<file path="src/hw/rtl/rmq_pkg.sv">
// shared types, constants and width helpers for the rotation matrix to quaternion unit
package rmq_pkg;

    localparam int DATA_W    = 16;
    localparam int TOL_W     = 10;
    localparam int TOL_SQ_W  = 2 * TOL_W;
    localparam int TOL_RESET = 1;
    localparam int SAT_MAX   = 32767;
    localparam int SAT_MIN   = -32768;
    localparam int LANES     = 4;
    localparam int LANE_X    = 0;
    localparam int LANE_Y    = 1;
    localparam int LANE_Z    = 2;
    localparam int LANE_W    = 3;
    localparam int OUT_W     = LANES * DATA_W + 1;
    localparam int Q_DEPTH   = 2;
    localparam int Q_PTR_W   = $clog2(Q_DEPTH);

    typedef enum logic [1:0] {
        BR_W,
        BR_X,
        BR_Y,
        BR_Z
    } t_branch;

    // signed width of the radicand and of every scaled component
    function automatic int calc_aw(input int frac_bits);
        calc_aw = ((frac_bits > 17) ? frac_bits : 17) + 2;
    endfunction

    // width of one queued item: four components, radicand and its bad flag
    function automatic int calc_iw(input int frac_bits);
        calc_iw = 5 * calc_aw(frac_bits) + 1;
    endfunction

endpackage

</file>
<file path="src/hw/rtl/rmq_front.sv">
// front end: takes a matrix, picks the branch and forms the scaled quaternion
module rmq_front #(
    parameter int FRAC_BITS = 14
) (
    input  logic                               i_clk,
    input  logic                               i_rst_n,
    input  logic                               i_push,
    output logic                               o_full,
    input  logic signed [rmq_pkg::DATA_W-1:0]  i_m00,
    input  logic signed [rmq_pkg::DATA_W-1:0]  i_m01,
    input  logic signed [rmq_pkg::DATA_W-1:0]  i_m02,
    input  logic signed [rmq_pkg::DATA_W-1:0]  i_m10,
    input  logic signed [rmq_pkg::DATA_W-1:0]  i_m11,
    input  logic signed [rmq_pkg::DATA_W-1:0]  i_m12,
    input  logic signed [rmq_pkg::DATA_W-1:0]  i_m20,
    input  logic signed [rmq_pkg::DATA_W-1:0]  i_m21,
    input  logic signed [rmq_pkg::DATA_W-1:0]  i_m22,
    output logic                               o_valid,
    output logic [rmq_pkg::calc_iw(FRAC_BITS)-1:0] o_data,
    input  logic                               i_ready
);

    localparam int AW = rmq_pkg::calc_aw(FRAC_BITS);
    localparam int IW = rmq_pkg::calc_iw(FRAC_BITS);
    localparam logic signed [AW-1:0] ONE = AW'(1) << FRAC_BITS;

    logic signed [AW-1:0] e00, e01, e02, e10, e11, e12, e20, e21, e22;
    logic signed [AW-1:0] w_trace;
    logic signed [AW-1:0] w_a;
    logic signed [AW-1:0] w_p [rmq_pkg::LANES];
    logic                 w_bad;
    rmq_pkg::t_branch     w_branch;
    logic [IW-1:0]        n_data;
    logic                 r_valid;
    logic [IW-1:0]        r_data;
    logic                 w_advance;

    always_comb begin
        e00 = AW'(i_m00);
        e01 = AW'(i_m01);
        e02 = AW'(i_m02);
        e10 = AW'(i_m10);
        e11 = AW'(i_m11);
        e12 = AW'(i_m12);
        e20 = AW'(i_m20);
        e21 = AW'(i_m21);
        e22 = AW'(i_m22);
        w_trace = e00 + e11 + e22;

        priority if (w_trace > 0) begin
            w_branch = rmq_pkg::BR_W;
        end else if (e00 > e11 && e00 > e22) begin
            w_branch = rmq_pkg::BR_X;
        end else if (e11 > e22) begin
            w_branch = rmq_pkg::BR_Y;
        end else begin
            w_branch = rmq_pkg::BR_Z;
        end

        unique case (w_branch)
            rmq_pkg::BR_W: begin
                w_a = w_trace + ONE;
                w_p[rmq_pkg::LANE_W] = w_a;
                w_p[rmq_pkg::LANE_X] = e21 - e12;
                w_p[rmq_pkg::LANE_Y] = e02 - e20;
                w_p[rmq_pkg::LANE_Z] = e10 - e01;
            end
            rmq_pkg::BR_X: begin
                w_a = ONE + e00 - e11 - e22;
                w_p[rmq_pkg::LANE_W] = e21 - e12;
                w_p[rmq_pkg::LANE_X] = w_a;
                w_p[rmq_pkg::LANE_Y] = e01 + e10;
                w_p[rmq_pkg::LANE_Z] = e02 + e20;
            end
            rmq_pkg::BR_Y: begin
                w_a = ONE + e11 - e00 - e22;
                w_p[rmq_pkg::LANE_W] = e02 - e20;
                w_p[rmq_pkg::LANE_X] = e01 + e10;
                w_p[rmq_pkg::LANE_Y] = w_a;
                w_p[rmq_pkg::LANE_Z] = e12 + e21;
            end
            default: begin
                w_a = ONE + e22 - e00 - e11;
                w_p[rmq_pkg::LANE_W] = e10 - e01;
                w_p[rmq_pkg::LANE_X] = e02 + e20;
                w_p[rmq_pkg::LANE_Y] = e12 + e21;
                w_p[rmq_pkg::LANE_Z] = w_a;
            end
        endcase

        // a radicand at or below zero has no root: forced to identity later
        w_bad  = w_a[AW-1] || (w_a == '0);
        n_data = {w_bad, w_a, w_p[rmq_pkg::LANE_W], w_p[rmq_pkg::LANE_Z],
                  w_p[rmq_pkg::LANE_Y], w_p[rmq_pkg::LANE_X]};
    end

    assign w_advance = !r_valid || i_ready;
    assign o_full    = !w_advance;
    assign o_valid   = r_valid;
    assign o_data    = r_data;

    always_ff @(posedge i_clk) begin
        if (!i_rst_n) begin
            r_valid <= 1'b0;
        end else if (w_advance) begin
            r_valid <= i_push;
        end
    end

    always_ff @(posedge i_clk) begin
        if (w_advance && i_push) begin
            r_data <= n_data;
        end
    end

endmodule

</file>
<file path="config.mk">
export PLATFORM = sky130hd
export DESIGN_NAME = rmq_front
export DESIGN_NICKNAME = d
export VERILOG_FILES = /design/src/hw/rtl/rmq_pkg.sv /design/src/hw/rtl/rmq_front.sv
export SDC_FILE = /design/constraint.sdc
export NUM_CORES = 1
export LEC_CHECK = 0
export CAP_MARGIN = 20
export CORE_UTILIZATION = 61
export CTS_CLUSTER_DIAMETER = 150
export CTS_CLUSTER_SIZE = 10
export DETAILED_ROUTE_END_ITERATION = 8
export DONT_BUFFER_PORTS = 1
export PLACE_DENSITY = 0.77
export SYNTH_ARGS = -nofsm -noshare
export SYNTH_HDL_FRONTEND = slang
export SYNTH_SLANG_ARGS = --single-unit
</file>
<file path="constraint.sdc">
create_clock -name i_clk -period 8 [get_ports i_clk]
set_input_delay 0.8 -clock i_clk [delete_from_list [all_inputs] [get_ports i_clk]]
set_output_delay 0.8 -clock i_clk [all_outputs]
set_load 0.03 [all_outputs]
</file>
After elaboration in Yosys (flattened, before gate mapping)
Cells that the tools add are included.
- word-level logic and storage cells: 39
- input bits: 148
- bits in registers: 97
- output and inout bits: 98
- $lt $le $gt $ge: 4
- add/subtract/negate cells: 18
- reductions and logical operators: 8
- equal/unequal tests: 2
- muxes and demuxes: 5
- operators with widths (operator ; number):
    $pmux 76 s3 ; 1
    $add 16x16->17 ; 4
    $pmux 19 s3 ; 1
    $sub 18x16->19 ; 3
    $sub 17x16->18 ; 3
    $add 16x16->17 const A ; 3
    $sub 16x16->17 ; 3
    $gt 16x16->1 ; 3
    $add 18x16->19 const B ; 1
    $logic_not 19->1 ; 1
    $add 17x16->18 ; 1
    $gt 18x1->1 const B ; 1
    $mux 2 ; 2
    $eq 2x1->1 const B ; 1
    $eq 2x2->1 const B ; 1
    $logic_and 1x1->1 ; 2
    $logic_not 1->1 ; 2
    $logic_not 2->1 ; 1
    $logic_or 1x1->1 ; 2
    $mux 1 ; 1

Depth between registers and ports, before layout
- word-level depth: 8
- mapped depth: 22
- gate-level depth less buffers: 20

Worst setup path after synthesis
OpenSTA, ideal clock, no wires.
- kind: in2reg
- start point: input i_m00[1] in the netlist's numbering
- end point: register r_data[95], in the netlist o_data[95], data pin
- path buffers: 1
- data required time: 7835 ps
- arrival time: 5991 ps
- path slack: 1845 ps
- library setup time: 165 ps
- stages on the path: 21
- path through: fa_1 > ha_1 > fa_1 > a21o_1 > a221o_1 > nand2_1 > o21bai_1 > a21oi_1 > xor2_1 > ha_1 > or4b_2 > nor4_1 > o211ai_1 > or4b_4 > o21ai_2 > buf_2 > mux2i_1 > o211ai_1 > nor4_1 > nand4b_1 > o31ai_2
- cells in the longest elaborated chain, start to end: 8
- elaborated cells on any way between the ends: 22
- those cells by class: add/sub (10); order compare (3); eq/ne (2); mux (3); reduce/logical (4)
- ends and longest elaborated chain (item ; RTL line ; RTL):
    start, declared ; rmq_front.sv:9 ; input logic signed [rmq_pkg::DATA_W-1:0] i_m00,
    $add 16x16->17 or $gt 16x16->1 (tied branches) ; rmq_front.sv:48, rmq_front.sv:52 ;
    $add 17x16->18 or $logic_and 1x1->1 (tied branches) ; rmq_front.sv:48, rmq_front.sv:52 ;
    $gt 18x1->1 or $mux 2 (tied branches) ; rmq_front.sv:50, rmq_front.sv:52 ;
    $mux 2 ; rmq_front.sv:50 ; priority if (w_trace > 0) begin
    $eq 2x2->1, or another cell as far along ; rmq_front.sv:60 ; unique case (w_branch)
    $pmux 19 s3 * ; rmq_front.sv:60 ;
    named net w_a[7] ; rmq_front.sv:29 ; logic signed [AW-1:0] w_a;
    $logic_not 19->1 * ; rmq_front.sv:92 ; w_bad = w_a[AW-1] || (w_a == '0);
    $logic_or 1x1->1 * ; rmq_front.sv:92 ;
    named net w_bad ; rmq_front.sv:31 ; logic w_bad;
    end signal, assigned ; rmq_front.sv:112 ; r_data <= n_data;
    end, declared ; rmq_front.sv:35 ; logic [IW-1:0] r_data;
Mark *: on every way through the listed nets, which the timed path passes. The rest lies on a longest branch.
A chain may end at the register's enable or synchronous reset.

Worst setup path in the final report
- start point: input i_m00[1] in the netlist's numbering
- end point: register r_data[95], in the netlist o_data[95], data pin
- cells in the longest elaborated chain, start to end: 8
- elaborated cells on any way between the ends: 22
- those cells by class: add/sub (10); order compare (3); eq/ne (2); mux (3); reduce/logical (4)
- ends and longest elaborated chain (item ; RTL line):
    $add 16x16->17 or $gt 16x16->1 (tied branches) ; rmq_front.sv:48, rmq_front.sv:52
    $add 17x16->18 or $logic_and 1x1->1 (tied branches) ; rmq_front.sv:48, rmq_front.sv:52
    $gt 18x1->1 or $mux 2 (tied branches) ; rmq_front.sv:50, rmq_front.sv:52
    $mux 2 ; rmq_front.sv:50
    $eq 2x2->1, or another cell as far along ; rmq_front.sv:60
    $pmux 19 s3 * ; rmq_front.sv:60
    $logic_not 19->1 ; rmq_front.sv:92
    $logic_or 1x1->1 * ; rmq_front.sv:92
    named net w_bad ; rmq_front.sv:31
Marks and branches as above.

==> impl_metrics.json <==
{
  "status": "complete, but fails checks",
  "violations": "DRC",
  "cts_resized": 0,
  "grt_pass1_wl_um": 75900,
  "synthTopCellsByArea": "ha_1 23%, edfxtp_1 18%, fa_1 9.8%",
  "post-cts-setup-buffers": 0,
  "final_cells": 2192,
  "cts_sinks": 97,
  "crit_arrival_ps": 7290,
  "synth_edf_count": 96,
  "ir_drop_uv": 141,
  "drc_errors": 38,
  "antenna_found_initial": 1,
  "ys.flop_type": "edfxtp_1",
  "wl_um": 51000,
  "finalCriticalPeriod_ps": 7090,
  "startpoint_type": "primary input",
  "critPathBufInv": 0,
  "ys_types": 84,
  "ant_nets": 0,
  "grt_usage": 0.369,
  "slowest_delay_ps": 630,
  "cts_buffers": 9,
  "period_share": 0.886,
  "gp_congestion": 0.995,
  "worstPathMaxFanout": 28,
  "syn_to_final_growth_pct": 3.71,
  "grt_pass1_vias": 13500,
  "max_clock_freq_mhz": 141,
  "yosysTopAreaCell": "ha_1",
  "nNetsFinal": 2380,
  "clkLatencyLatePin_ps": 370,
  "finalSetupTns_ps": 0,
  "dp.cells": 2174,
  "antennaDiodeCount": 0,
  "holdCritPathClass": "primary input to flip-flop",
  "yosysWarnings": 0,
  "core_mm2": 0.0261,
  "cts_max_level": 3,
  "rsz0062_at_grt": "false",
  "setup_viol": 0,
  "design.die.area_mm2": 0.0274,
  "setup_slack_ps": 913,
  "drt_iter0_drc": 1463,
  "post_dp_cell_area_mm2": 0.0166,
  "crit_chain": "fa_1, ha_1, fa_1, a21o_1, a221o_1, nand2_1, o21bai_1, a21oi_1, xor2_1, ha_1, or4b_2, nor4_1, o211ai_1, or4b_4, o21ai_4, mux2i_1, o2111ai_1, nor4_1, nand4b_1, o31ai_2",
  "hold_slack_ps": 561,
  "port_buffers": 0,
  "path_clk_slew_ps": 70,
  "wl_met3_um": 4520,
  "fillerInstances": 2203,
  "root_buffer": "clkbuf_16",
  "syn_nets": 2413,
  "required_ps": 8200,
  "rows": 59,
  "finalHoldViolations": 0,
  "start_util": 0.624,
  "highest_layer": "met5",
  "drive_gt1_frac": 0.0334,
  "m1WireLength_um": 20700,
  "path_delay_family": "simple AND/OR/NAND/NOR gates",
  "synth_area_per_cell_um2": 8.65,
  "maxSlewHeadroom": 0.189,
  "max-cap-violations": 0,
  "grt_max_degree": 87,
  "fp.dieW_um": 166,
  "worst_pin_slew_ps": 1190,
  "synthesis.area_mm2": 0.0163,
  "syn_inst": 1885,
  "wl_met2_um": 23900,
  "pre_cts_ws_ps": 733,
  "crit_type": "primary input to flip-flop",
  "routedWlPerCell_um": 23.3,
  "vias": 14100,
  "slew_viol_final": 0,
  "holdPathStages": 1,
  "path_depth": 20,
  "io_pins": 246,
  "hpwlAfterDp_um": 42000,
  "avgViaCountPerCell": 6.44,
  "drtPass1Iterations": 8,
  "ys_ff_latch": 97,
  "fp.dieH_um": 166,
  "reg2reg_depth": 3,
  "seq_area_frac_synth": 0.178,
  "p_leak_nw": 7.52,
  "cts_tree": "yes",
  "endpoint_kind": "flip-flop",
  "grt-ovfl-total": 0,
  "r2r_slack_ps": 5280,
  "holdBufCountCts": 0,
  "synth_top_area_share": 0.230,
  "postSynth.asyncResetShare": 0,
  "power_density_mw_per_mm2": 219,
  "stdcell_area_mm2": 0.0169,
  "clock-skew-final_ps": 13.1,
  "clk_path_buf_depth": 2,
  "worst_path_max_delay_cell": "o21ai_4"
}
-- synth_stat cells (all sizes together), types with 25 or more instances --
master  count
nand3      42
ha        300
xor2       37
o21ai     106
nor3       64
inv       189
nand2     112
edfxtp     96
nor2b      35
fa         80
clkbuf     46
o211ai     25
a21oi     148
nor2      138
xnor2      86
-- metal layers --
layer / track usage / vias up
met5: 0 / -
met4: 0.138 / 2
met3: 0.0719 / 140
met2: 0.613 / 713
met1: 0.471 / 6631
li1: - / 6637
-- cells by family (layout without fill, tap and decap cells) --
kind of cell,Yosys count,count (layout),synth area share
AO/OA/AOI/OAI,521,521,0.209
AND/OR/NAND/NOR,502,502,0.152
adder cells (fa/ha/maj),380,380,0.328
buffers and inverters,250,222,0.0593
XOR/XNOR,123,123,0.0660
flip-flops,97,97,0.178
multiplexers,12,12,0.00775
-- worst register-to-register path: cells and delay by family, from the launching register on --
family / cells / cell delay, ps
buf+inv: 1 / 860
flops: 1 / 420
simple gates: 2 / 970
-- cells in the final DEF (no fill, tap or decap), drive strengths merged, types with 5 or more instances in the layout --
cell type and n:
fa 80, o22ai 9, and3 15, a211oi 23
o2111ai 6, or3 19, a221oi 20, and2 9
inv 193, o21bai 18, a221o 6, a211o 5
or4 7, nand2 112, ha 300, edfxtp 96
nor3 64, o211ai 25, nor2b 35, mux2i 10
nor2 138, o21a 20, nand2b 22, xor2 37
o21ai 106, a31oi 24, o31ai 17, a22oi 12
nor4 11, xnor2 86, nand3 42, a2111oi 8
a21oi 148, a21o 23, buf 17, nand4 6
clkbuf 10
-- path summary, 6_finish.rpt --
check,to,startpoint
worst max-delay path,o_data[95],i_m00[1]
worst min-delay path,o_valid,i_rst_n
worst min register to register,o_valid,o_valid
worst max register to register,o_data[0],o_valid
-- flip-flops by register name (all words and copies together) (netlist names) --
register	flops
o_valid	1
o_data	96
-- cell type report --
cell class / count / area, um2 / area share
clock buffer: 10 / 229 / 0.0135
clock inverter: 6 / 56.3 / 0.00333
inverter: 189 / 709 / 0.0419
multi-input combinational: 1538 / 12500 / 0.737
sequential: 97 / 2900 / 0.172
tap: 335 / 419 / 0.0248
timing repair buffer: 17 / 125 / 0.00739
-- power by group --
part | switching (W) | internal [W] | total [W]
logic | 0.00137 | 0.000783 | 0.00215
clock network | 0.000222 | 0.000219 | 0.000441
registers | 0.000334 | 0.000777 | 0.00111
total | 0.00192 | 0.00178 | 0.00370
-- metrics by stage --
step | utilization | power, W
6_report | 0.647 | 0.00370
5_1_grt | 0.647 | 0.00390
4_1_cts | 0.647 | 0.00365
3_5_place_dp | 0.636 | 0.00320
3_3_place_gp | 0.636 | 0.00318
2_1_floorplan | - | 0.00257
No activity file was read; power rests on OpenSTA's default activity.
