<file path="src/hw/rtl/rmq_pkg.sv">
// shared types, constants and width helpers for the rotation matrix to quaternion unit
package rmq_pkg;

    localparam int DATA_W    = 16;
    localparam int TOL_W     = 10;
    localparam int TOL_SQ_W  = 2 * TOL_W;
    localparam int TOL_RESET = 1;
    localparam int SAT_MAX   = 32767;
    localparam int SAT_MIN   = -32768;
    localparam int LANES     = 4;
    localparam int LANE_X    = 0;
    localparam int LANE_Y    = 1;
    localparam int LANE_Z    = 2;
    localparam int LANE_W    = 3;
    localparam int OUT_W     = LANES * DATA_W + 1;
    localparam int Q_DEPTH   = 2;
    localparam int Q_PTR_W   = $clog2(Q_DEPTH);

    typedef enum logic [1:0] {
        BR_W,
        BR_X,
        BR_Y,
        BR_Z
    } t_branch;

    // signed width of the radicand and of every scaled component
    function automatic int calc_aw(input int frac_bits);
        calc_aw = ((frac_bits > 17) ? frac_bits : 17) + 2;
    endfunction

    // width of one queued item: four components, radicand and its bad flag
    function automatic int calc_iw(input int frac_bits);
        calc_iw = 5 * calc_aw(frac_bits) + 1;
    endfunction

endpackage

</file>
<file path="src/hw/rtl/rmq_fifo.sv">
// two-entry queue used between the front, the back and the result side
module rmq_fifo #(
    parameter int WIDTH = 8
) (
    input  logic             i_clk,
    input  logic             i_rst_n,
    input  logic             i_push,
    input  logic [WIDTH-1:0] i_data,
    output logic             o_full,
    input  logic             i_pop,
    output logic [WIDTH-1:0] o_data,
    output logic             o_empty
);

    localparam int PW = rmq_pkg::Q_PTR_W;
    localparam int CW = rmq_pkg::Q_PTR_W + 1;

    logic [WIDTH-1:0] r_mem [rmq_pkg::Q_DEPTH];
    logic [PW-1:0]    r_wr_ptr;
    logic [PW-1:0]    r_rd_ptr;
    logic [CW-1:0]    r_count;
    logic             w_do_push;
    logic             w_do_pop;

    assign o_full    = (r_count == CW'(rmq_pkg::Q_DEPTH));
    assign o_empty   = (r_count == '0);
    assign w_do_push = i_push && !o_full;
    assign w_do_pop  = i_pop && !o_empty;
    assign o_data    = r_mem[r_rd_ptr];

    always_ff @(posedge i_clk) begin
        if (!i_rst_n) begin
            r_wr_ptr <= '0;
            r_rd_ptr <= '0;
            r_count  <= '0;
        end else begin
            if (w_do_push) begin
                r_wr_ptr <= r_wr_ptr + PW'(1);
            end
            if (w_do_pop) begin
                r_rd_ptr <= r_rd_ptr + PW'(1);
            end
            unique case ({w_do_push, w_do_pop})
                2'b10:   r_count <= r_count + CW'(1);
                2'b01:   r_count <= r_count - CW'(1);
                default: r_count <= r_count;
            endcase
        end
    end

    always_ff @(posedge i_clk) begin
        if (w_do_push) begin
            r_mem[r_wr_ptr] <= i_data;
        end
    end

endmodule

</file>
<file path="config.mk">
export PLATFORM = sky130hd
export DESIGN_NAME = rmq_fifo
export DESIGN_NICKNAME = d
export VERILOG_FILES = /design/src/hw/rtl/rmq_pkg.sv /design/src/hw/rtl/rmq_fifo.sv
export SDC_FILE = /design/constraint.sdc
export NUM_CORES = 1
export LEC_CHECK = 0
export ABC_CLOCK_PERIOD_IN_PS = 1620
export BUFFER_PORTS_ARGS = -buffer_cell sky130_fd_sc_hd__buf_2
export CORE_UTILIZATION = 40
export CTS_CLUSTER_SIZE = 8
export DETAILED_ROUTE_END_ITERATION = 10
export GPL_TIMING_DRIVEN = 0
export MAX_ROUTING_LAYER = met4
export SKIP_LAST_GASP = 1
export SLEW_MARGIN = 20
export SYNTH_ARGS = -nofsm -noshare
export SYNTH_HDL_FRONTEND = slang
export SYNTH_SLANG_ARGS = --single-unit
</file>
<file path="constraint.sdc">
create_clock -name i_clk -period 1.62 [get_ports i_clk]
set_input_delay 0.486 -clock i_clk [delete_from_list [all_inputs] [get_ports i_clk]]
set_output_delay 0.486 -clock i_clk [all_outputs]
set_load 0.05 [all_outputs]
</file>
; Word-level counts from Yosys, hierarchy flattened
; Memories as Yosys holds them, arrays and structs flattened. A register that Yosys moved wholly into a read port is not among the register bits.
; Cells that the tools add are included.
[word_totals]
regBits = 4
ram_bits = 16
in_bits = 12
memories = 1
[memory_table]
columns = memory, depth, width, read_ports, rd_clocked_by_memory_dff, write_ports, line_no
row1 = r_mem, 2, 8, 1, 1, 1, rmq_fifo.sv:18  ; logic [WIDTH-1:0] r_mem [rmq_pkg::Q_DEPTH];
[classes]
add_sub_neg = 4
eq_ne = 3
n_mux = 5
n_reduce_logical = 6
[op_table]
columns = cell, n
row1 = $eq 2x2->1 const B, 2
row2 = $mux 1, 4
row3 = $pmux 2 s2, 1
row4 = $add 1x1->1 const B, 2
row5 = $add 2x1->2 const B, 1
row6 = $eq 2x1->1 const B, 1
row7 = $logic_and 1x1->1, 2
row8 = $logic_not 1->1, 2
row9 = $logic_not 2->1, 1
row10 = $reduce_bool 2->1, 1
row11 = $sub 2x1->2 const B, 1

; Depth between registers and ports, before layout
; Gate-level depths: netlist (run 1).
[logic_depth]
ltp_word = 5
depth_mapped = 6
mapped_depth_nobuf = 6

; Worst setup path before layout (run 1)
; OpenSTA, ideal clock, no wires.
[synth_path]
path_kind = register to output
start = reg with a tool-made name
end = out o_data[0]
arrival_ps = 1052
setup_slack_ps = 82
path_stages_with_launch = 3
path_cell_list = dfxtp_1 > clkbuf_1 > mux2_2
[synth_rtl]
columns = element, line_no
row1 = "end, declared", rmq_fifo.sv:11  ; output logic [WIDTH-1:0] o_data,

==> implementation parameters, run 1 <==
Parameter                              Value

Run status
  Result of the run    finished with violations
  Failing checks    negative setup slack

Synthesis
  Syn Area/Cell    15.90 um2
  Primary flip-flop cell chosen by synthesis mapping    sky130_fd_sc_hd__edfxtp_1
  Leading post-synthesis cells by instance count    sky130_fd_sc_hd__edfxtp_1 (16), sky130_fd_sc_hd__mux2_2 (8), sky130_fd_sc_hd__dfxtp_1 (5)
  Yosys top cell area share    59.26%
  Number of register bits inferred by synthesis    21
  Share of async-settable or async-resettable flops after synthesis    0%
  Most common cell in the synthesized netlist    sky130_fd_sc_hd__edfxtp_1
  Net count after synthesis    64
  Ranking of synthesized cells by area    sky130_fd_sc_hd__edfxtp_1 (59%), sky130_fd_sc_hd__dfxtp_1 (12%), sky130_fd_sc_hd__mux2_2 (11%)
  Number of flops mapped to enable cells by yosys    16
  Area leader, netlist    sky130_fd_sc_hd__edfxtp_1
  Synthesis warning total    0
  Cell area after synthesis    810.8 um2
  Synthesized instance count    51
  Distinct cell type count after synthesis    18
  Sequential element share of the synthesized area    71.60%

STA
  Max Transition Viols Final    0
  Transition time at the pin with the least slew margin    0.3731 ns
  Setup Viol. Count Final    8
  Minimum clock period    1.709 ns
  Period Utilization, post-route    105.5%
  Max-Slew Margin vs Limit    75.13%
  Final Hold Vio Count    0
  Final hold slack    0.3706 ns
  Worst clock skew    0.004879 ns
  Final WS setup    -0.08924 ns
  Setup repair after global routing missed its margin    yes
  Maximum clock frequency    585.1 MHz

Floorplan
  Die W    47.02 um
  Total core area    0.001821 mm2
  Die Ht    47.02 um
  Num ports    22
  Initial Utilization    44.54%
  Total Die Area    0.002211 mm2
  Row count    15

Global route
  Global-route wire length before repair    1683 um
  Overall fraction of global-route tracks in use    12.21%
  Sum of overflow across all layers after global routing    0
  Number of global-route vias before repair    431
  Number of antenna violations at the first check in global routing    0
  Largest net degree at the start of global routing    13

Routing
  Wl on met1    467 um
  Detail-routed net length per standard cell    11.68 um
  Highest routed layer    met4
  Antenna violation net count after detailed routing    0
  Drc violations    0
  Initial DRC Count    9
  Vias    469
  Wire length on met2    633 um
  Total routed wirelength    1168 um
  Number of search-and-repair iterations in the first detailed-routing pass    2
  Total met3 wirelength after detailed routing    57 um
  Ratio of routed vias to standard cells    4.690

Clock network
  Clock edge transition at the registers on the reported setup and hold paths    0.11 ns
  Number of clock buffers inserted by TritonCTS    3
  Max clock buf depth    2
  Clk Latency, worst-skew pair    0.29 ns
  H-tree levels    1
  Clock tree from TritonCTS    done
  CTS sink count    21
  Buffers inserted by post-CTS timing repair    0
  Number of buffers inserted by hold repair at cts    0
  Clock root cell    sky130_fd_sc_hd__clkbuf_4

Setup path
  CP startpoint kind    register
  Crit path DAT    1.22 ns
  Highest net fanout along the worst path    8
  Number of cells on the critical path    2
  Launch point of the worst reg-to-reg path    r_count[1]$_SDFFE_PN0P_
  CP bufs+invs    1
  Setup slack of the most critical reg-to-reg path    0.14 ns
  Required arrival time at the worst endpoint    1.13 ns
  Cell with the largest stage delay on the worst path    sky130_fd_sc_hd__dfxtp_4
  Setup Crit Path Kind    register to output port
  Number of cells traversed by the worst register-to-register path    4
  Delay-heaviest family, CP    flip-flops
  Reg-to-reg endpoint    r_count[1]$_SDFFE_PN0P_
  Crit path largest cell delay    0.45 ns
  Chain of cells forming the critical path    mux2_4 > buf_6
  Worst Setup EP    o_data[1]
  Worst setup EP type    output port

Pwr
  Fraction of power consumed by combinational cells    47.3%
  Leakage power summed over all cells    0.0004252 uW
  Worst IR Drop VDD    1.252 mV
  Sequential Power Share    40.5%
  Net switching power figure    775.5 uW
  Fraction of power spent switching nets    39.56%
  Pwr Total    1960 uW
  Internal cell power    1185 uW
  Total power per unit cell area    1839 mW/mm2
  Clock network power share    12.3%

Hold path
  Instance count along the most critical hold path    1
  Min-Delay Path Class    input port to register

Finish
  Nets    89
  Fillers    160
  Cell Count, Final, Fillers Out    100
  Diodes inserted    0
  Share of layout cells above drive strength 1    50.67%
  Area added between synthesis and finish    31.48%

Job
  Reported max-cap violation count    0

Placed design
  Quantity of I/O buffers inserted on ports    21
  GP Congestion    0.6091
  Placed cells    97
  HPWL after detailed placement    821.7 um
  Pre-CTS setup slack    -0.1109 ns
[cell type report]
cell class	count	area [um2]	share of cell area [%]
clock buffer	3	22.52	2.113
clock inverter	1	5.005	0.4695
inverter	3	15.01	1.408
multi-input combinational	26	245.2	23.00
sequential	21	585.6	54.93
tap	25	31.28	2.934
timing repair buffer	21	161.4	15.14
[power groups by stage]
stage / sequential (uW) / combinational (uW) / clock (uW)
2_1_floorplan: 745 / 660 / 0
6_report: 793 / 926 / 241
3_5_place_dp: 757 / 802 / 0
4_1_cts: 794 / 926 / 249
3_3_place_gp: 754 / 797 / 0
5_1_grt: 812 / 985 / 266
[placed cells by master, fill, tap and decap left out]
| cell type | Yosys | layout |
|---|---|---|
| sky130_fd_sc_hd__or3_1 | 2 | 2 |
| sky130_fd_sc_hd__o21ai_0 | 2 | 2 |
| sky130_fd_sc_hd__nor2_1 | 1 | 1 |
| sky130_fd_sc_hd__nand2_1 | 1 | 1 |
| sky130_fd_sc_hd__clkinv_2 | 0 | 1 |
| sky130_fd_sc_hd__and3_1 | 1 | 1 |
| sky130_fd_sc_hd__inv_1 | 2 | 1 |
| sky130_fd_sc_hd__and2_1 | 1 | 1 |
| sky130_fd_sc_hd__buf_2 | 0 | 12 |
| sky130_fd_sc_hd__clkbuf_4 | 0 | 3 |
| sky130_fd_sc_hd__dfxtp_4 | 0 | 1 |
| sky130_fd_sc_hd__ha_1 | 1 | 1 |
| sky130_fd_sc_hd__dfxtp_1 | 5 | 3 |
| sky130_fd_sc_hd__clkinvlp_4 | 0 | 1 |
| sky130_fd_sc_hd__mux2_4 | 0 | 8 |
| sky130_fd_sc_hd__buf_6 | 0 | 9 |
| sky130_fd_sc_hd__nand2b_2 | 1 | 1 |
| sky130_fd_sc_hd__a21boi_1 | 2 | 2 |
| sky130_fd_sc_hd__dfxtp_2 | 0 | 1 |
| sky130_fd_sc_hd__inv_2 | 1 | 1 |
| sky130_fd_sc_hd__xnor2_1 | 3 | 3 |
| sky130_fd_sc_hd__nor2b_1 | 2 | 2 |
| sky130_fd_sc_hd__edfxtp_1 | 16 | 16 |
| sky130_fd_sc_hd__o21a_1 | 1 | 1 |
[stage by stage]
| step | utilization [%] | setup TNS (ns) | cell area (um2) |
|---|---|---|---|
| CTS | 58.28 | -0.8095 | 1061 |
| finish | 58.56 | -0.6957 | 1066 |
| global placement | 52.03 | -0.9932 | 947.2 |
| global route | 58.56 | -1.062 | 1066 |
| detailed placement | 52.03 | -0.8199 | 947.2 |
| floorplan | - | 0 | 810.8 |
[timing repair]
action | 4_1_cts | 5_1_grt
endpoints found under the setup margin | 9 | 18
endpoints found under the hold margin | 0 | 0
gates resized for setup | 28 | 2
[worst min path at each step]
stage                                from                    end  slack [ns]
finish                          i_data[1]  r_mem[1][1]$_DFFE_PP_        0.37
global placement    r_wr_ptr$_SDFFE_PN0N_  r_wr_ptr$_SDFFE_PN0N_        0.47
CTS                             i_data[5]  r_mem[1][5]$_DFFE_PP_        0.37
detailed placement  r_wr_ptr$_SDFFE_PN0N_  r_wr_ptr$_SDFFE_PN0N_        0.47
floorplan           r_wr_ptr$_SDFFE_PN0N_  r_wr_ptr$_SDFFE_PN0N_        0.46
global route                    i_data[4]  r_mem[0][4]$_DFFE_PP_        0.36
[cells by family (layout without fill, tap and decap cells)]
logic type                 Yosys count  after routing  share of synthesized area (%)
xor gates and xnor gates             3              3                          3.241
muxes                                8              8                          11.11
buffers and inverters                4             28                          1.851
AOI/OAI and AO/OA                    5              5                          4.012
and+or+nand+nor                      9              9                          6.636
DFF                                 21             21                          71.61
adders and majority gates            1              1                          1.543
[per-layer routing]
layer  vias to the layer above  GRT usage (%)
met5                         -              -
met4                         0          6.857
met3                         2          3.846
met2                        12          21.94
met1                       223          11.22
li1                        232              -
[flip-flops by register name (all words and copies together) (netlist names), named ones only]
name / flops
r_mem: 16
r_wr_ptr: 1
r_count: 2
r_rd_ptr: 1
No activity file was read; power rests on OpenSTA's default activity.
==> run 2: changes to the inputs <==
- CTS_BUF_LIST: unset -> sky130_fd_sc_hd__clkbuf_8
==> run 2 against run 1 <==
Via count up 2.1%. Global-route usage up 0.84 points. Maximum frequency up 3.3%. Non-clock buffer count unchanged. Clock skew down 0.0036 ns. Die area unchanged. Sequential cell count unchanged. Largest cell class unchanged. Critical path depth unchanged. The run still ends with negative setup slack left. Hold slack better by 0.045 ns. Final cell count unchanged. Count of clock-buffer cells in the layout unchanged.
==> implementation parameters, run 2 (synthesis results as in run 1) <==
Parameter                              Value

STA
  Transition time at the pin with the least slew margin    0.3697 ns
  Final Hold Vio Count    0
  Final hold slack    0.4153 ns
  Final WS setup    -0.03449 ns
  Setup Viol. Count Final    8
  Period Utilization, post-route    102.1%
  Minimum clock period    1.654 ns
  Final setup TNS    -0.2473 ns
  Worst clock skew    0.001305 ns
  Setup repair after global routing missed its margin    yes
  Max Transition Viols Final    0
  Maximum clock frequency    604.4 MHz
  Max-Slew Margin vs Limit    75.35%

Clock network
  Clock tree from TritonCTS    done
  H-tree levels    1
  Number of clock buffers inserted by TritonCTS    3
  Max clock buf depth    2
  Clock root cell    sky130_fd_sc_hd__clkbuf_8
  Buffers inserted by post-CTS timing repair    0
  CTS sink count    21
  Clk Latency, worst-skew pair    0.25 ns
  Clock edge transition at the registers on the reported setup and hold paths    0.07 ns

Finish
  Max reg flops    16
  Cell Count, Final, Fillers Out    100
  Largest reg by FF count    r_mem
  Nets    89
  Most used cells in the layout excluding fill and tap cells    sky130_fd_sc_hd__edfxtp_1 (16), sky130_fd_sc_hd__buf_2 (12), sky130_fd_sc_hd__mux2_4 (8), sky130_fd_sc_hd__buf_6 (8)
  Most common cell after layout, fill and taps aside    sky130_fd_sc_hd__edfxtp_1
  Diodes inserted    0
  Area added between synthesis and finish    33.33%
  Final std cell area, no fill    0.001081 mm2
  Share of layout cells above drive strength 1    50.67%
  Largest registers    r_mem x16, r_count x2

Hold path
  WHS Endpoint    r_mem[1][5]$_DFFE_PP_
  Min-Delay Path Class    input port to register
  Instance count along the most critical hold path    1
  Source of the worst hold timing path    i_data[5]

Pwr
  Leakage power summed over all cells    0.0004322 uW
  Sequential Power Share    39.0%
  Clock network power share    16.0%
  Internal cell power    1259 uW
  Worst IR Drop VDD    1.191 mV
  Fraction of power spent switching nets    38.23%
  Total power per unit cell area    1886 mW/mm2
  Fraction of power consumed by combinational cells    45.1%
  Net switching power figure    779.4 uW

Floorplan
  Total core area    0.001821 mm2
  Initial Utilization    44.54%
  Row count    15
  Die W    47.02 um
  Num ports    22
  Die Ht    47.02 um
  Total Die Area    0.002211 mm2

Setup path
  Required arrival time at the worst endpoint    1.13 ns
  Highest net fanout along the worst path    8
  CP bufs+invs    1
  Number of cells traversed by the worst register-to-register path    4
  Reg-to-reg endpoint    r_count[1]$_SDFFE_PN0P_
  Cell with the largest stage delay on the worst path    sky130_fd_sc_hd__dfxtp_4
  Setup Crit Path Kind    register to output port
  Chain of cells forming the critical path    mux2_4 > buf_6
  Setup slack of the most critical reg-to-reg path    0.15 ns
  Worst setup EP type    output port
  Launch point of the worst reg-to-reg path    r_count[1]$_SDFFE_PN0P_
  Crit path DAT    1.17 ns
  Crit path largest cell delay    0.44 ns
  CP startpoint kind    register
  Delay-heaviest family, CP    flip-flops

Routing
  Initial DRC Count    5
  Ratio of routed vias to standard cells    4.790
  Detail-routed net length per standard cell    11.68 um
  Drc violations    0
  Number of search-and-repair iterations in the first detailed-routing pass    4
  Total routed wirelength    1168 um
  Antenna violation net count after detailed routing    0
  Vias    479

Placed design
  Quantity of I/O buffers inserted on ports    21
  Placed cells    97
  Pre-CTS setup slack    -0.1109 ns
  Placement-stage cell area    947.2 um2
  GP Congestion    0.6091
  HPWL after detailed placement    821.7 um

Run status
  Failing checks    negative setup slack
  Result of the run    finished with violations

Global route
  Global-route wire length before repair    1704 um
  Sum of overflow across all layers after global routing    0
  Overall fraction of global-route tracks in use    13.04%
  Number of antenna violations at the first check in global routing    0
  Number of global-route vias before repair    423
  Largest net degree at the start of global routing    13

Job
  Reported max-cap violation count    0
## run 2: cell counts in the layout (fill, tap and decap cells not counted)
Identical to the previous run, type by type.
## run 2: how the worst max path moves through the flow
stage / from / depth (start not counted) / end / slack, ns
floorplan: register / 2 / o_data[0] / 0.08
global placement: register / 3 / o_data[6] / -0.13
detailed placement: register / 3 / o_data[4] / -0.11
CTS: register / 2 / o_data[7] / -0.06
global route: register / 2 / o_data[1] / -0.08
finish: register / 2 / o_data[1] / -0.03
## run 2: per-layer routing
| metal | vias up | track usage, % | wire, um |
|---|---|---|---|
| met5 | - | - | 0 |
| met4 | 0 | 12.00 | 25 |
| met3 | 4 | 5.000 | 71 |
| met2 | 14 | 21.11 | 637 |
| met1 | 229 | 11.47 | 433 |
| li1 | 232 | - | - |
## run 2: cell type report
class	instances	area (um2)
tap	25	31.28
inverter	3	15.01
timing repair buffer	21	157.7
clock inverter	1	5.005
multi-input combinational	26	245.2
sequential	21	585.6
clock buffer	3	41.29
fill	162	739.5
## run 2: timing repair
item,CTS,global route
endpoints found under the hold margin,0,0
pin swaps,0,0
hold buffers,0,0
endpoints found under the setup margin,9,18
gates resized for setup,27,2
## run 2: metrics by stage
step	total power, uW	utilization (%)
floorplan	1405	-
global placement	1550	52.03
detailed placement	1559	52.03
CTS	2059	59.11
global route	2149	59.38
finish	2039	59.38
## run 2: power groups by stage
stage | combinational (uW) | clock, uW | sequential (uW)
2_1_floorplan | 660 | 0 | 745
3_3_place_gp | 797 | 0 | 754
3_5_place_dp | 802 | 0 | 757
4_1_cts | 919 | 346 | 794
5_1_grt | 978 | 357 | 813
6_report | 919 | 325 | 794
## run 2: worst register-to-register path, cell delays in order, from the launching register on
cell	delay [ns]
sky130_fd_sc_hd__dfxtp_1	0.35
sky130_fd_sc_hd__o21a_1	0.23
sky130_fd_sc_hd__ha_1	0.34
sky130_fd_sc_hd__or3_1	0.35
sky130_fd_sc_hd__a21boi_1	0.14
==> run 3: changes to the inputs <==
- ABC_CLOCK_PERIOD_IN_PS: 1620 -> 1700
- SLEW_MARGIN: 20 -> 0
- clock period: 1.62 -> 1.7 ns (I/O delays scaled with it)
==> run 3 against run 2 <==
The run now ends clean. Count of clock-buffer cells in the layout unchanged. Sequential share of layout area rose by 1.7 points. Cell area is 3.2% lower. Final cell count unchanged. Sequential cell count did not move. Sequential power shrank 6.7%. Utilization fell by 1.9 points. Routed wire length shrank 0.94%.
==> implementation parameters, run 3 (synthesis results as in run 1) <==
Parameter                              Value

Clock network
  Number of clock buffers inserted by TritonCTS    3
  H-tree levels    1
  Max clock buf depth    2
  Clk Latency, worst-skew pair    0.25 ns
  Number of buffers inserted by hold repair at cts    0
  Clock root cell    sky130_fd_sc_hd__clkbuf_8
  CTS sink count    21
  Clock tree from TritonCTS    done
  Clock edge transition at the registers on the reported setup and hold paths    0.07 ns

Setup path
  Required arrival time at the worst endpoint    1.19 ns
  Setup slack of the most critical reg-to-reg path    0.15 ns
  Crit path DAT    1.18 ns
  CP startpoint kind    register
  Highest net fanout along the worst path    8
  Setup Crit Path Kind    register to output port
  Worst setup EP type    output port

Floorplan
  Row count    15
  Total Die Area    0.002211 mm2
  Num ports    22
  Die Ht    47.02 um
  Initial Utilization    44.54%
  Die W    47.02 um
  Total core area    0.001821 mm2

Finish
  Diodes inserted    0
  Largest reg by FF count    r_mem
  Cell Count, Final, Fillers Out    100
  Largest registers    r_mem x16, r_count x2
  Fillers    166
  Max reg flops    16
  Share of layout cells above drive strength 1    48.00%
  Nets    89
  Final std cell area, no fill    0.001046 mm2
  Most used cells in the layout excluding fill and tap cells    sky130_fd_sc_hd__edfxtp_1 (16), sky130_fd_sc_hd__buf_2 (12), sky130_fd_sc_hd__mux2_2 (8), sky130_fd_sc_hd__buf_6 (8), sky130_fd_sc_hd__dfxtp_1 (4)
  Most common cell after layout, fill and taps aside    sky130_fd_sc_hd__edfxtp_1
  Area added between synthesis and finish    29.01%

STA
  Maximum clock frequency    592.9 MHz
  Transition time at the pin with the least slew margin    0.3656 ns
  Max-Slew Margin vs Limit    75.63%
  Worst clock skew    0.002008 ns
  Final Hold Vio Count    0
  Minimum clock period    1.687 ns
  Setup Viol. Count Final    0
  Setup repair after global routing missed its margin    yes
  Period Utilization, post-route    99.21%
  Max Transition Viols Final    0

Global route
  Largest net degree at the start of global routing    13
  Number of global-route vias before repair    440
  Sum of overflow across all layers after global routing    0
  Overall fraction of global-route tracks in use    13.29%
  Number of antenna violations at the first check in global routing    0
  Global-route wire length before repair    1752 um

Pwr
  Net switching power figure    725.9 uW
  Fraction of power consumed by combinational cells    44.2%
  Internal cell power    1154 uW
  Worst IR Drop VDD    1.131 mV
  Total power per unit cell area    1798 mW/mm2
  Fraction of power spent switching nets    38.61%
  Leakage power summed over all cells    0.0004101 uW
  Clock network power share    16.5%
  Sequential Power Share    39.4%

Placed design
  Quantity of I/O buffers inserted on ports    21
  HPWL after detailed placement    821.7 um
  Placed cells    97
  GP Congestion    0.6091
  Placement-stage cell area    947.2 um2

Routing
  Total routed wirelength    1157 um
  Initial DRC Count    3
  Ratio of routed vias to standard cells    4.740
  Drc violations    0
  Vias    474
  Antenna violation net count after detailed routing    0
  Detail-routed net length per standard cell    11.57 um
  Number of search-and-repair iterations in the first detailed-routing pass    4

Run status
  Result of the run    finished, final reports clean

Hold path
  Min-Delay Path Class    input port to register

Job
  Reported max-cap violation count    0
[run 3: cell types whose count changed in the layout (fill, tap and decap cells not counted), sizes merged]
cell	previous run	this run
buf	21	20
clkbuf	3	4
clkinvlp	1	0
inv	2	3
[run 3: per-layer routing]
metal | up-vias | GRT usage, % | wire length, um
met5 | - | - | 0
met1 | 223 | 11.47 | 432
li1 | 233 | - | -
met3 | 4 | 5.000 | 67
met2 | 14 | 21.94 | 628
met4 | 0 | 12.00 | 27
[run 3: final cells by class]
cell class | count | area, um2 | area share [%]
sequential | 21 | 584.3 | 55.86
multi-input combinational | 26 | 215.2 | 20.57
timing repair buffer | 21 | 157.7 | 15.07
clock buffer | 3 | 41.29 | 3.947
tap | 25 | 31.28 | 2.990
inverter | 3 | 11.26 | 1.077
clock inverter | 1 | 5.005 | 0.4785
[run 3: critical path: stages (launching register included)]
cell and delay, ns:
sky130_fd_sc_hd__dfxtp_4 0.41, sky130_fd_sc_hd__mux2_2 0.36, sky130_fd_sc_hd__buf_6 0.15
[run 3: worst paths after layout]
kind | end | from | depth (start not counted)
worst max-delay path | o_data[1] | register | 2
worst min-delay path | r_mem[1][5]$_DFFE_PP_ | i_data[5] | 1
worst max register to register | r_mem[0][0]$_DFFE_PP_ | r_count[0]$_SDFFE_PN0P_ | 4
worst min register to register | r_wr_ptr$_SDFFE_PN0N_ | r_wr_ptr$_SDFFE_PN0N_ | 2
[run 3: power by group through the flow]
stage / clock (uW) / combinational, uW / sequential (uW)
finish: 309 / 830 / 741
global route: 340 / 882 / 761
detailed placement: 0 / 764 / 721
CTS: 329 / 831 / 743
global placement: 0 / 759 / 718
floorplan: 0 / 629 / 710
[run 3: through the flow]
stage	setup WS, ns	utilization, %	TNS (ns)	total power, uW	hold slack [ns]
2_1_floorplan	0.1377	-	0	1338	0.4570
3_5_place_dp	-0.05490	52.03	-0.3719	1486	0.4725
5_1_grt	-0.03584	57.46	-0.2385	1984	0.4283
6_report	0.01344	57.46	0	1880	0.4391
3_3_place_gp	-0.07716	52.03	-0.5452	1477	0.4679
4_1_cts	-0.008690	57.32	-0.01454	1904	0.4294
[run 3: repair_timing]
action,4_1_cts,5_1_grt
endpoints found under the setup margin,8,9
resized for setup,18,1
setup buffers,0,0
